==> config.mk <==
export PLATFORM = sky130hd
export DESIGN_NAME = decimal_string_to_number_parser
export DESIGN_NICKNAME = d
export VERILOG_FILES = /design/src/rtl/dsnp_pkg.sv /design/src/rtl/decimal_string_to_number_parser.sv /design/src/rtl/dsnp_front.sv /design/src/rtl/dsnp_queue.sv /design/src/rtl/dsnp_back.sv
export VERILOG_INCLUDE_DIRS = /design/src /design/src/rtl
export SDC_FILE = /design/constraint.sdc
export NUM_CORES = 1
export LEC_CHECK = 0
export ABC_CLOCK_PERIOD_IN_PS = 4700
export BUFFER_PORTS_ARGS = -buffer_cell sky130_fd_sc_hd__buf_2
export CAP_MARGIN = 20
export CORE_MARGIN = 2
export CORE_UTILIZATION = 50
export CTS_BUF_LIST = sky130_fd_sc_hd__clkbuf_8
export CTS_CLUSTER_SIZE = 20
export DETAILED_ROUTE_END_ITERATION = 6
export PLACE_DENSITY = 0.78
export SLEW_MARGIN = 20
export SYNTH_ARGS = -nofsm -noshare
export SYNTH_HDL_FRONTEND = slang
export SYNTH_SLANG_ARGS = --single-unit
export TNS_END_PERCENT = 5
==> constraint.sdc <==
create_clock -name clock -period 4.7 [get_ports clock]
set_input_delay 0.47 -clock clock [delete_from_list [all_inputs] [get_ports clock]]
set_output_delay 0.47 -clock clock [all_outputs]
set_load 0.1 [all_outputs]
==> src/rtl/decimal_string_to_number_parser_defines.svh <==
// Assertion macros shared by the decimal string parser RTL.
// Each macro samples on clock and is disabled while reset is high.
`ifndef DECIMAL_STRING_TO_NUMBER_PARSER_DEFINES_SVH
`define DECIMAL_STRING_TO_NUMBER_PARSER_DEFINES_SVH

// Same-cycle implication between two conditions.
`define DSNP_ASSERT_NOW(label, cond, prop, msg) \
   label: assert property (@(posedge clock) disable iff (reset) (cond) |-> (prop)) \
      else $error(msg);

// Condition in one cycle implies a property in the next cycle.
`define DSNP_ASSERT_NEXT(label, cond, prop, msg) \
   label: assert property (@(posedge clock) disable iff (reset) (cond) |=> (prop)) \
      else $error(msg);

`endif

==> src/rtl/dsnp_pkg.sv <==
// Types, codes and constants for the decimal string parser.
// Used by every module of the block; no dependencies.
package dsnp_pkg;

   // Request and result payloads
   typedef struct packed {
      logic [7:0] char_code;
      logic       last_char;
   } req_payload_type;

   typedef struct packed {
      logic        is_valid;
      logic        is_negative;
      logic [63:0] mantissa;
      logic [5:0]  fraction_digits;
      logic        saturated;
   } rsp_payload_type;

   // Character classes sent from front to back
   typedef logic [2:0] char_class_type;
   localparam char_class_type CLS_PLUS  = 3'd0;
   localparam char_class_type CLS_MINUS = 3'd1;
   localparam char_class_type CLS_DOT   = 3'd2;
   localparam char_class_type CLS_DIGIT = 3'd3;
   localparam char_class_type CLS_BAD   = 3'd4;

   // One classified character in the queue
   typedef struct packed {
      char_class_type cls;
      logic [3:0]     digit;
      logic           last;
      logic           len_ok;
   } item_type;

   // Front to queue write port
   typedef struct packed {
      logic     push;
      item_type item;
   } queue_write_type;

   // ASCII codes
   localparam logic [7:0] CHAR_PLUS  = 8'h2B;
   localparam logic [7:0] CHAR_MINUS = 8'h2D;
   localparam logic [7:0] CHAR_DOT   = 8'h2E;
   localparam logic [7:0] CHAR_ZERO  = 8'h30;
   localparam logic [7:0] CHAR_NINE  = 8'h39;

   // Limits and reset values
   localparam logic [5:0] MAX_LENGTH_RESET = 6'd20;
   localparam logic [6:0] POS_MAX          = 7'd127;
   localparam logic [5:0] FRAC_MAX         = 6'd63;
   localparam int         QUEUE_DEPTH_DEFAULT = 2;

endpackage

==> src/rtl/decimal_string_to_number_parser.sv <==
// Decimal string parser: takes one ASCII character per cycle while req_stall is
// low and gives one result per string, on its final character. Sustained rate is
// one character per cycle when nothing stalls; the bound is the back end's 64-bit
// multiply-by-ten-and-add, done as one shift-add with a carry-out check in a
// single stage. A result is valid once its final character has been accepted into
// the queue between front and back and has then loaded the result register; a
// stalled earlier result can hold the character in the queue between the two.
// The front keeps taking characters while a result waits, until the queue
// (QUEUE_DEPTH entries) fills.
// The max_length register resets to 20 and should be written only while idle.

module decimal_string_to_number_parser #(
   parameter int QUEUE_DEPTH = dsnp_pkg::QUEUE_DEPTH_DEFAULT
) (
   input  logic                      clock,
   input  logic                      reset,
   input  logic                      req_valid,
   output logic                      req_stall,
   input  dsnp_pkg::req_payload_type req_payload,
   output logic                      rsp_valid,
   input  logic                      rsp_stall,
   output dsnp_pkg::rsp_payload_type rsp_payload,
   input  logic                      csr_valid,
   output logic                      csr_ready,
   input  logic [5:0]                csr_data
);

   dsnp_pkg::queue_write_type queue_wr;
   dsnp_pkg::item_type        head;
   logic                      queue_full;
   logic                      head_valid;
   logic                      pop;

   dsnp_front u_front (
      .clock       (clock),
      .reset       (reset),
      .req_valid   (req_valid),
      .req_stall   (req_stall),
      .req_payload (req_payload),
      .csr_valid   (csr_valid),
      .csr_ready   (csr_ready),
      .csr_data    (csr_data),
      .queue_full  (queue_full),
      .queue_wr    (queue_wr)
   );

   dsnp_queue #(
      .DEPTH (QUEUE_DEPTH)
   ) u_queue (
      .clock      (clock),
      .reset      (reset),
      .queue_wr   (queue_wr),
      .full       (queue_full),
      .head_valid (head_valid),
      .head       (head),
      .pop        (pop)
   );

   dsnp_back u_back (
      .clock       (clock),
      .reset       (reset),
      .head_valid  (head_valid),
      .head        (head),
      .pop         (pop),
      .rsp_valid   (rsp_valid),
      .rsp_stall   (rsp_stall),
      .rsp_payload (rsp_payload)
   );

endmodule

==> src/rtl/dsnp_front.sv <==
// Front end: accepts characters, tracks string position and classifies each one.
// Holds the max_length register. Depends on dsnp_pkg.
`include "decimal_string_to_number_parser_defines.svh"

module dsnp_front (
   input  logic                      clock,
   input  logic                      reset,
   input  logic                      req_valid,
   output logic                      req_stall,
   input  dsnp_pkg::req_payload_type req_payload,
   input  logic                      csr_valid,
   output logic                      csr_ready,
   input  logic [5:0]                csr_data,
   input  logic                      queue_full,
   output dsnp_pkg::queue_write_type queue_wr
);

   logic [6:0] pos_ff, pos_in;
   logic [5:0] max_length_ff, max_length_in;
   logic [6:0] pos_inc;
   logic       accept;
   logic       is_first;
   logic       is_digit;
   dsnp_pkg::item_type item;

   assign csr_ready = 1'b1;
   assign req_stall = queue_full;
   assign accept    = req_valid && !queue_full;

   // Saturating position count including the current character
   assign pos_inc  = (pos_ff == dsnp_pkg::POS_MAX) ? pos_ff : pos_ff + 7'd1;
   assign is_first = (pos_ff == 7'd0);
   assign is_digit = (req_payload.char_code >= dsnp_pkg::CHAR_ZERO) &&
                     (req_payload.char_code <= dsnp_pkg::CHAR_NINE);

   // Classify the character
   always_comb begin
      item.digit  = req_payload.char_code[3:0];
      item.last   = req_payload.last_char;
      item.len_ok = (pos_inc <= {1'b0, max_length_ff});
      if (is_first && req_payload.char_code == dsnp_pkg::CHAR_PLUS) begin
         item.cls = dsnp_pkg::CLS_PLUS;
      end else if (is_first && req_payload.char_code == dsnp_pkg::CHAR_MINUS) begin
         item.cls = dsnp_pkg::CLS_MINUS;
      end else if (req_payload.char_code == dsnp_pkg::CHAR_DOT) begin
         item.cls = dsnp_pkg::CLS_DOT;
      end else if (is_digit) begin
         item.cls = dsnp_pkg::CLS_DIGIT;
      end else begin
         item.cls = dsnp_pkg::CLS_BAD;
      end
   end

   assign queue_wr.push = accept;
   assign queue_wr.item = item;

   // Advance position, restart after the final character
   always_comb begin
      pos_in = pos_ff;
      if (accept) begin
         pos_in = req_payload.last_char ? 7'd0 : pos_inc;
      end
   end

   // Take configuration writes
   assign max_length_in = (csr_valid && csr_ready) ? csr_data : max_length_ff;

   always_ff @(posedge clock) begin
      if (reset) begin
         pos_ff        <= 7'd0;
         max_length_ff <= dsnp_pkg::MAX_LENGTH_RESET;
      end else begin
         pos_ff        <= pos_in;
         max_length_ff <= max_length_in;
      end
   end

   `DSNP_ASSERT_NEXT(a_pos_restart, accept && req_payload.last_char, pos_ff == 7'd0,
      "position not cleared after final character")
   `DSNP_ASSERT_NOW(a_sign_first_only, accept && !is_first,
      item.cls != dsnp_pkg::CLS_PLUS && item.cls != dsnp_pkg::CLS_MINUS,
      "sign classified past the first character")

endmodule

==> src/rtl/dsnp_queue.sv <==
// Short queue of classified characters between front and back.
// Depends on dsnp_pkg.
`include "decimal_string_to_number_parser_defines.svh"

module dsnp_queue #(
   parameter int DEPTH = dsnp_pkg::QUEUE_DEPTH_DEFAULT
) (
   input  logic                      clock,
   input  logic                      reset,
   input  dsnp_pkg::queue_write_type queue_wr,
   output logic                      full,
   output logic                      head_valid,
   output dsnp_pkg::item_type        head,
   input  logic                      pop
);

   localparam int PTR_W = (DEPTH > 1) ? $clog2(DEPTH) : 1;
   localparam int CNT_W = $clog2(DEPTH + 1);
   localparam logic [PTR_W-1:0] PTR_LAST = PTR_W'(DEPTH - 1);
   localparam logic [CNT_W-1:0] CNT_FULL = CNT_W'(DEPTH);

   dsnp_pkg::item_type entry_ff [DEPTH];
   logic [PTR_W-1:0] wr_ptr_ff, wr_ptr_in;
   logic [PTR_W-1:0] rd_ptr_ff, rd_ptr_in;
   logic [CNT_W-1:0] count_ff, count_in;
   logic             do_push, do_pop;

   assign full       = (count_ff == CNT_FULL);
   assign head_valid = (count_ff != '0);
   assign head       = entry_ff[rd_ptr_ff];
   assign do_push    = queue_wr.push && !full;
   assign do_pop     = pop && head_valid;

   // Advance pointers and count
   always_comb begin
      wr_ptr_in = wr_ptr_ff;
      rd_ptr_in = rd_ptr_ff;
      count_in  = count_ff;
      if (do_push) begin
         wr_ptr_in = (wr_ptr_ff == PTR_LAST) ? '0 : wr_ptr_ff + PTR_W'(1);
      end
      if (do_pop) begin
         rd_ptr_in = (rd_ptr_ff == PTR_LAST) ? '0 : rd_ptr_ff + PTR_W'(1);
      end
      if (do_push && !do_pop) begin
         count_in = count_ff + CNT_W'(1);
      end else if (do_pop && !do_push) begin
         count_in = count_ff - CNT_W'(1);
      end
   end

   always_ff @(posedge clock) begin
      if (reset) begin
         wr_ptr_ff <= '0;
         rd_ptr_ff <= '0;
         count_ff  <= '0;
      end else begin
         wr_ptr_ff <= wr_ptr_in;
         rd_ptr_ff <= rd_ptr_in;
         count_ff  <= count_in;
      end
   end

   // Store entries
   always_ff @(posedge clock) begin
      if (do_push) begin
         entry_ff[wr_ptr_ff] <= queue_wr.item;
      end
   end

   `DSNP_ASSERT_NOW(a_no_push_when_full, full, !queue_wr.push,
      "push while queue full")
   `DSNP_ASSERT_NOW(a_count_bound, 1'b1, count_ff <= CNT_FULL,
      "queue count beyond depth")

endmodule

==> src/rtl/dsnp_back.sv <==
// Back end: accumulates the mantissa and flags, and registers the result.
// Depends on dsnp_pkg.
`include "decimal_string_to_number_parser_defines.svh"

module dsnp_back (
   input  logic                      clock,
   input  logic                      reset,
   input  logic                      head_valid,
   input  dsnp_pkg::item_type        head,
   output logic                      pop,
   output logic                      rsp_valid,
   input  logic                      rsp_stall,
   output dsnp_pkg::rsp_payload_type rsp_payload
);

   logic        seen_dot_ff, seen_dot_in;
   logic        seen_bad_ff, seen_bad_in;
   logic        minus_ff, minus_in;
   logic [63:0] value_ff, value_in;
   logic [5:0]  frac_ff, frac_in;
   logic        ovf_ff, ovf_in;
   logic        rsp_valid_ff, rsp_valid_in;
   dsnp_pkg::rsp_payload_type rsp_ff, rsp_in;

   logic [67:0] times_ten;
   logic        push_ovf;
   logic        load;
   logic        str_valid;

   // Hold a final character while the result register is occupied and stalled
   assign pop  = head_valid && !(head.last && rsp_valid_ff && rsp_stall);
   assign load = pop && head.last;

   // Multiply by ten and add the digit
   assign times_ten = {1'b0, value_ff, 3'b000} + {3'b000, value_ff, 1'b0}
                    + {64'd0, head.digit};
   assign push_ovf  = |times_ten[67:64];

   // Update string state
   always_comb begin
      seen_dot_in = seen_dot_ff;
      seen_bad_in = seen_bad_ff;
      minus_in    = minus_ff;
      value_in    = value_ff;
      frac_in     = frac_ff;
      ovf_in      = ovf_ff;
      if (!seen_bad_ff) begin
         unique case (head.cls)
            dsnp_pkg::CLS_PLUS: begin
               minus_in = 1'b0;
            end
            dsnp_pkg::CLS_MINUS: begin
               minus_in = 1'b1;
            end
            dsnp_pkg::CLS_DOT: begin
               if (seen_dot_ff || head.last) begin
                  seen_bad_in = 1'b1;
               end
               seen_dot_in = 1'b1;
            end
            dsnp_pkg::CLS_DIGIT: begin
               if (push_ovf) begin
                  value_in = '1;
                  ovf_in   = 1'b1;
               end else begin
                  value_in = times_ten[63:0];
               end
               if (seen_dot_ff && frac_ff < dsnp_pkg::FRAC_MAX) begin
                  frac_in = frac_ff + 6'd1;
               end
            end
            default: begin
               seen_bad_in = 1'b1;
            end
         endcase
      end
   end

   // Build the result from the updated state
   assign str_valid = !seen_bad_in && head.len_ok;

   always_comb begin
      rsp_in.is_valid        = str_valid;
      rsp_in.is_negative     = str_valid && minus_in;
      rsp_in.mantissa        = str_valid ? value_in : 64'd0;
      rsp_in.fraction_digits = str_valid ? frac_in : 6'd0;
      rsp_in.saturated       = str_valid && ovf_in;
   end

   // Load on a final character, drop once taken
   always_comb begin
      rsp_valid_in = rsp_valid_ff;
      if (load) begin
         rsp_valid_in = 1'b1;
      end else if (!rsp_stall) begin
         rsp_valid_in = 1'b0;
      end
   end

   always_ff @(posedge clock) begin
      if (reset) begin
         seen_dot_ff  <= 1'b0;
         seen_bad_ff  <= 1'b0;
         minus_ff     <= 1'b0;
         value_ff     <= 64'd0;
         frac_ff      <= 6'd0;
         ovf_ff       <= 1'b0;
         rsp_valid_ff <= 1'b0;
      end else begin
         rsp_valid_ff <= rsp_valid_in;
         if (load) begin
            seen_dot_ff <= 1'b0;
            seen_bad_ff <= 1'b0;
            minus_ff    <= 1'b0;
            value_ff    <= 64'd0;
            frac_ff     <= 6'd0;
            ovf_ff      <= 1'b0;
         end else if (pop) begin
            seen_dot_ff <= seen_dot_in;
            seen_bad_ff <= seen_bad_in;
            minus_ff    <= minus_in;
            value_ff    <= value_in;
            frac_ff     <= frac_in;
            ovf_ff      <= ovf_in;
         end
      end
   end

   always_ff @(posedge clock) begin
      if (load) begin
         rsp_ff <= rsp_in;
      end
   end

   assign rsp_valid   = rsp_valid_ff;
   assign rsp_payload = rsp_ff;

   `DSNP_ASSERT_NEXT(a_clear_after_last, load,
      value_ff == 64'd0 && !seen_bad_ff && frac_ff == 6'd0,
      "string state not cleared after final character")
   `DSNP_ASSERT_NOW(a_invalid_is_zero, rsp_valid_ff && !rsp_ff.is_valid,
      rsp_ff.mantissa == 64'd0 && !rsp_ff.saturated && !rsp_ff.is_negative,
      "invalid result carries nonzero fields")

endmodule
==> impl_metrics.toml <==
[synth]
syn_nets = 1545
syn-cell-area_mm2 = 0.0124
synth_cell_types = 78
postSynth.asyncResetShare = 0
synthSimpleGateAreaFrac = 0.120
synth_area_per_cell_um2 = 8.91
synth_top_family_by_area = "compound AO/OA/AOI/OAI gates"
yosysSeqAreaShare = 0.372
synth_edf_count = 91
synthAdderAreaFrac = 0.142
yosys_warnings = 0
netlist_instances = 1386
synth-compound-area-share = 0.253
synth_xor_area_frac = 0.0532
synthMuxAreaShare = 0.0143
ys.flop_type = "dfxtp_1"
ys_seq_elements = 184

[route]
route.met2.wl_mm = 14.6
drc = 4
wl_per_cell_um = 17.7
wl_met3_mm = 1.84
vias = 10900
top_layer = "met4"
first_pass_iters = 7
antenna_left = 0
wl_mm = 31.2
drt-met1-wl_mm = 14.0
initialDrtViolationCount = 854
vias_per_cell = 6.15

[outcome]
violations = "design-rule violations"
run_status = "complete, but fails checks"

[timing]
period_needed_ns = 4.46
fmax_mhz = 224
slew_violations = 0
skew_ns = 0.0178
tightest_slew_ns = 1.04
post-route-period-util = 0.950
finalSetupTns_ns = 0
finalHoldViolCount = 0
finalSetupViolCount = 0
slew_headroom = 0.308
rsz0062_at_grt = "no"

[floorplan]
die_h_um = 161
rows = 57
io_pins = 96
coreArea_mm2 = 0.0243
start_util = 0.508
dieArea_mm2 = 0.0260
die_w_um = 161

[clock_tree]
ctsHoldBuffers = 0
root_buffer = "clkbuf_8"
clkSinkCount = 184
clkSlewWorstSetupHoldPaths_ns = 0.12
clk_latency_ns = 0.49
cts_tree = "yes"
cts_inserted_buffers = 17
htree_levels = 4
clock_path_buffers = 2

[placement]
port_buffers = 94
hpwl_mm = 22.6
gp_congestion = 0.949
dp.cells = 1728
place_area_mm2 = 0.0131

[layout]
final_net_count = 1587
final_common_cell = "o21ai_0"
area_growth_pct = 9.73
postLayoutCoreUtil = 0.557
antenna-diode-count = 0
layout_common_cells = "178 x o21ai_0, 137 x ha_1, 117 x a21oi_1"
stdcell_count = 1765
postLayoutCellArea_mm2 = 0.0136
drive_gt1_frac = 0.122

[global_route]
antenna_found_initial = 0
track_usage = 0.239
grt_pass1_vias = 10300
grt-ovfl-total = 0
grt_pass1_wl_mm = 50.9
grt_max_degree = 127

[hold_path]
min_path_cells = 3
hold_path.class = "primary input to flop"

[critical_path]
arrival_ns = 4.67
required_ns = 4.90
worstRegToRegCells = 15
critPathKind = "flop to flop"
start_kind = "flop"
endpoint_kind = "flop"
cp_max_fo = 32

[pwr]
p_leak_nw = 5.50
power_density_mw_per_mm2 = 392
vdd_drop_max_v = 0.000297

[run]
max_cap_violations = 0
## path summary, 6_finish.rpt
check	start	end	slack, ns
setup / recovery	flop	u_back.rsp_payload[13]$_SDFFCE_PN0P_	0.24
hold / removal	csr_data[4]	u_front.max_length_ff[4]$_SDFFE_PP1P_	0.19
setup reg to reg	flop	u_back.rsp_payload[13]$_SDFFCE_PN0P_	0.24
hold reg to reg	u_back.ovf_ff$_SDFFE_PP0P_	u_back.ovf_ff$_SDFFE_PP0P_	0.48
## registers in the layout (all words and copies together) (netlist names), named ones only
register / cells
u_back.rsp_payload: 73
u_back.rsp_valid: 1
u_front.max_length_ff: 6
u_queue.entry_ff: 18
u_queue.wr_ptr_ff: 1
u_back.value_ff: 64
u_back.minus_ff: 1
u_front.pos_ff: 7
u_back.frac_ff: 6
u_back.seen_bad_ff: 1
u_queue.count_ff: 2
u_back.seen_dot_ff: 1
u_back.ovf_ff: 1
u_queue.rd_ptr_ff: 1
## power by group
part | total (mW) | switching, mW | leakage (nW) | internal [mW]
Clock | 1.17 | 0.705 | 0.216 | 0.463
Combinational | 2.06 | 1.72 | 3.67 | 0.343
Sequential | 2.08 | 0.107 | 1.61 | 1.97
Total | 5.31 | 2.53 | 5.50 | 2.78
## cell type report
| type | instances | area, um2 |
|---|---|---|
| fill | 2147 | 10800 |
| multi-input combinational | 1065 | 7230 |
| sequential | 184 | 4590 |
| timing repair buffer | 118 | 742 |
| tap | 324 | 405 |
| clock buffer | 17 | 234 |
| clock inverter | 15 | 195 |
| inverter | 42 | 158 |
## critical path, stage by stage, from the launching register on
cell       delay [ns]
dfxtp_1          0.38
mux2_2           0.36
fa_1             0.51
inv_1            0.06
fa_1             0.47
nor2b_1          0.16
o2111ai_1        0.19
a2111o_1         0.46
a41oi_2          0.22
and3_1           0.26
o211ai_2         0.11
a21boi_2         0.21
o211ai_2         0.17
nor2_4           0.28
buf_12           0.22
a31oi_1          0.10
## through the flow
step / power [mW] / setup slack (ns) / hold WS, ns
3_3_place_gp: 4.14 / 0.404 / 0.451
5_1_grt: 5.51 / 0.0222 / 0.193
4_1_cts: 5.32 / 0.236 / 0.162
3_5_place_dp: 4.17 / 0.281 / 0.469
2_1_floorplan: 3.77 / 0.337 / 0.432
6_report: 5.31 / 0.237 / 0.186
## logic make-up after synthesis
kind of cell	Yosys count
flops	184
xor+xnor	75
mux	17
other cells	1
buf+inv	137
compound gates	520
simple gates	313
fa+ha+maj	139
## Yosys cell counts, drive strengths merged, types with 6 or more instances
cell type | n | share of area
a211oi | 12 | 0.0081
a21o | 17 | 0.010
a21oi | 117 | 0.047
a22oi | 6 | 0.0041
a31oi | 111 | 0.057
and3 | 9 | 0.0046
buf | 16 | 0.0083
clkbuf | 79 | 0.024
dfxtp | 93 | 0.15
edfxtp | 91 | 0.22
ha | 137 | 0.14
inv | 42 | 0.013
mux2i | 12 | 0.0097
nand2 | 83 | 0.025
nand2b | 6 | 0.0030
nand3 | 14 | 0.0057
nand4 | 31 | 0.016
nor2 | 109 | 0.033
nor2b | 6 | 0.0030
nor3 | 24 | 0.011
nor4 | 9 | 0.0046
o211ai | 6 | 0.0045
o21a | 10 | 0.0061
o21ai | 181 | 0.073
o21bai | 13 | 0.0079
o31a | 12 | 0.0085
xnor2 | 44 | 0.031
xor2 | 31 | 0.022
## layer usage
metal	up-vias	GRT usage
li1	5284	-
met3	55	0.0411
met5	-	0
met1	5153	0.314
met2	364	0.399
met4	0	0.0816
## what timing repair did
| item | CTS | global route |
|---|---|---|
| setup buffers | 0 | 3 |
| resized for setup | 0 | 0 |
| endpoints found under the setup margin | 0 | 17 |
No activity file was read; power rests on OpenSTA's default activity.
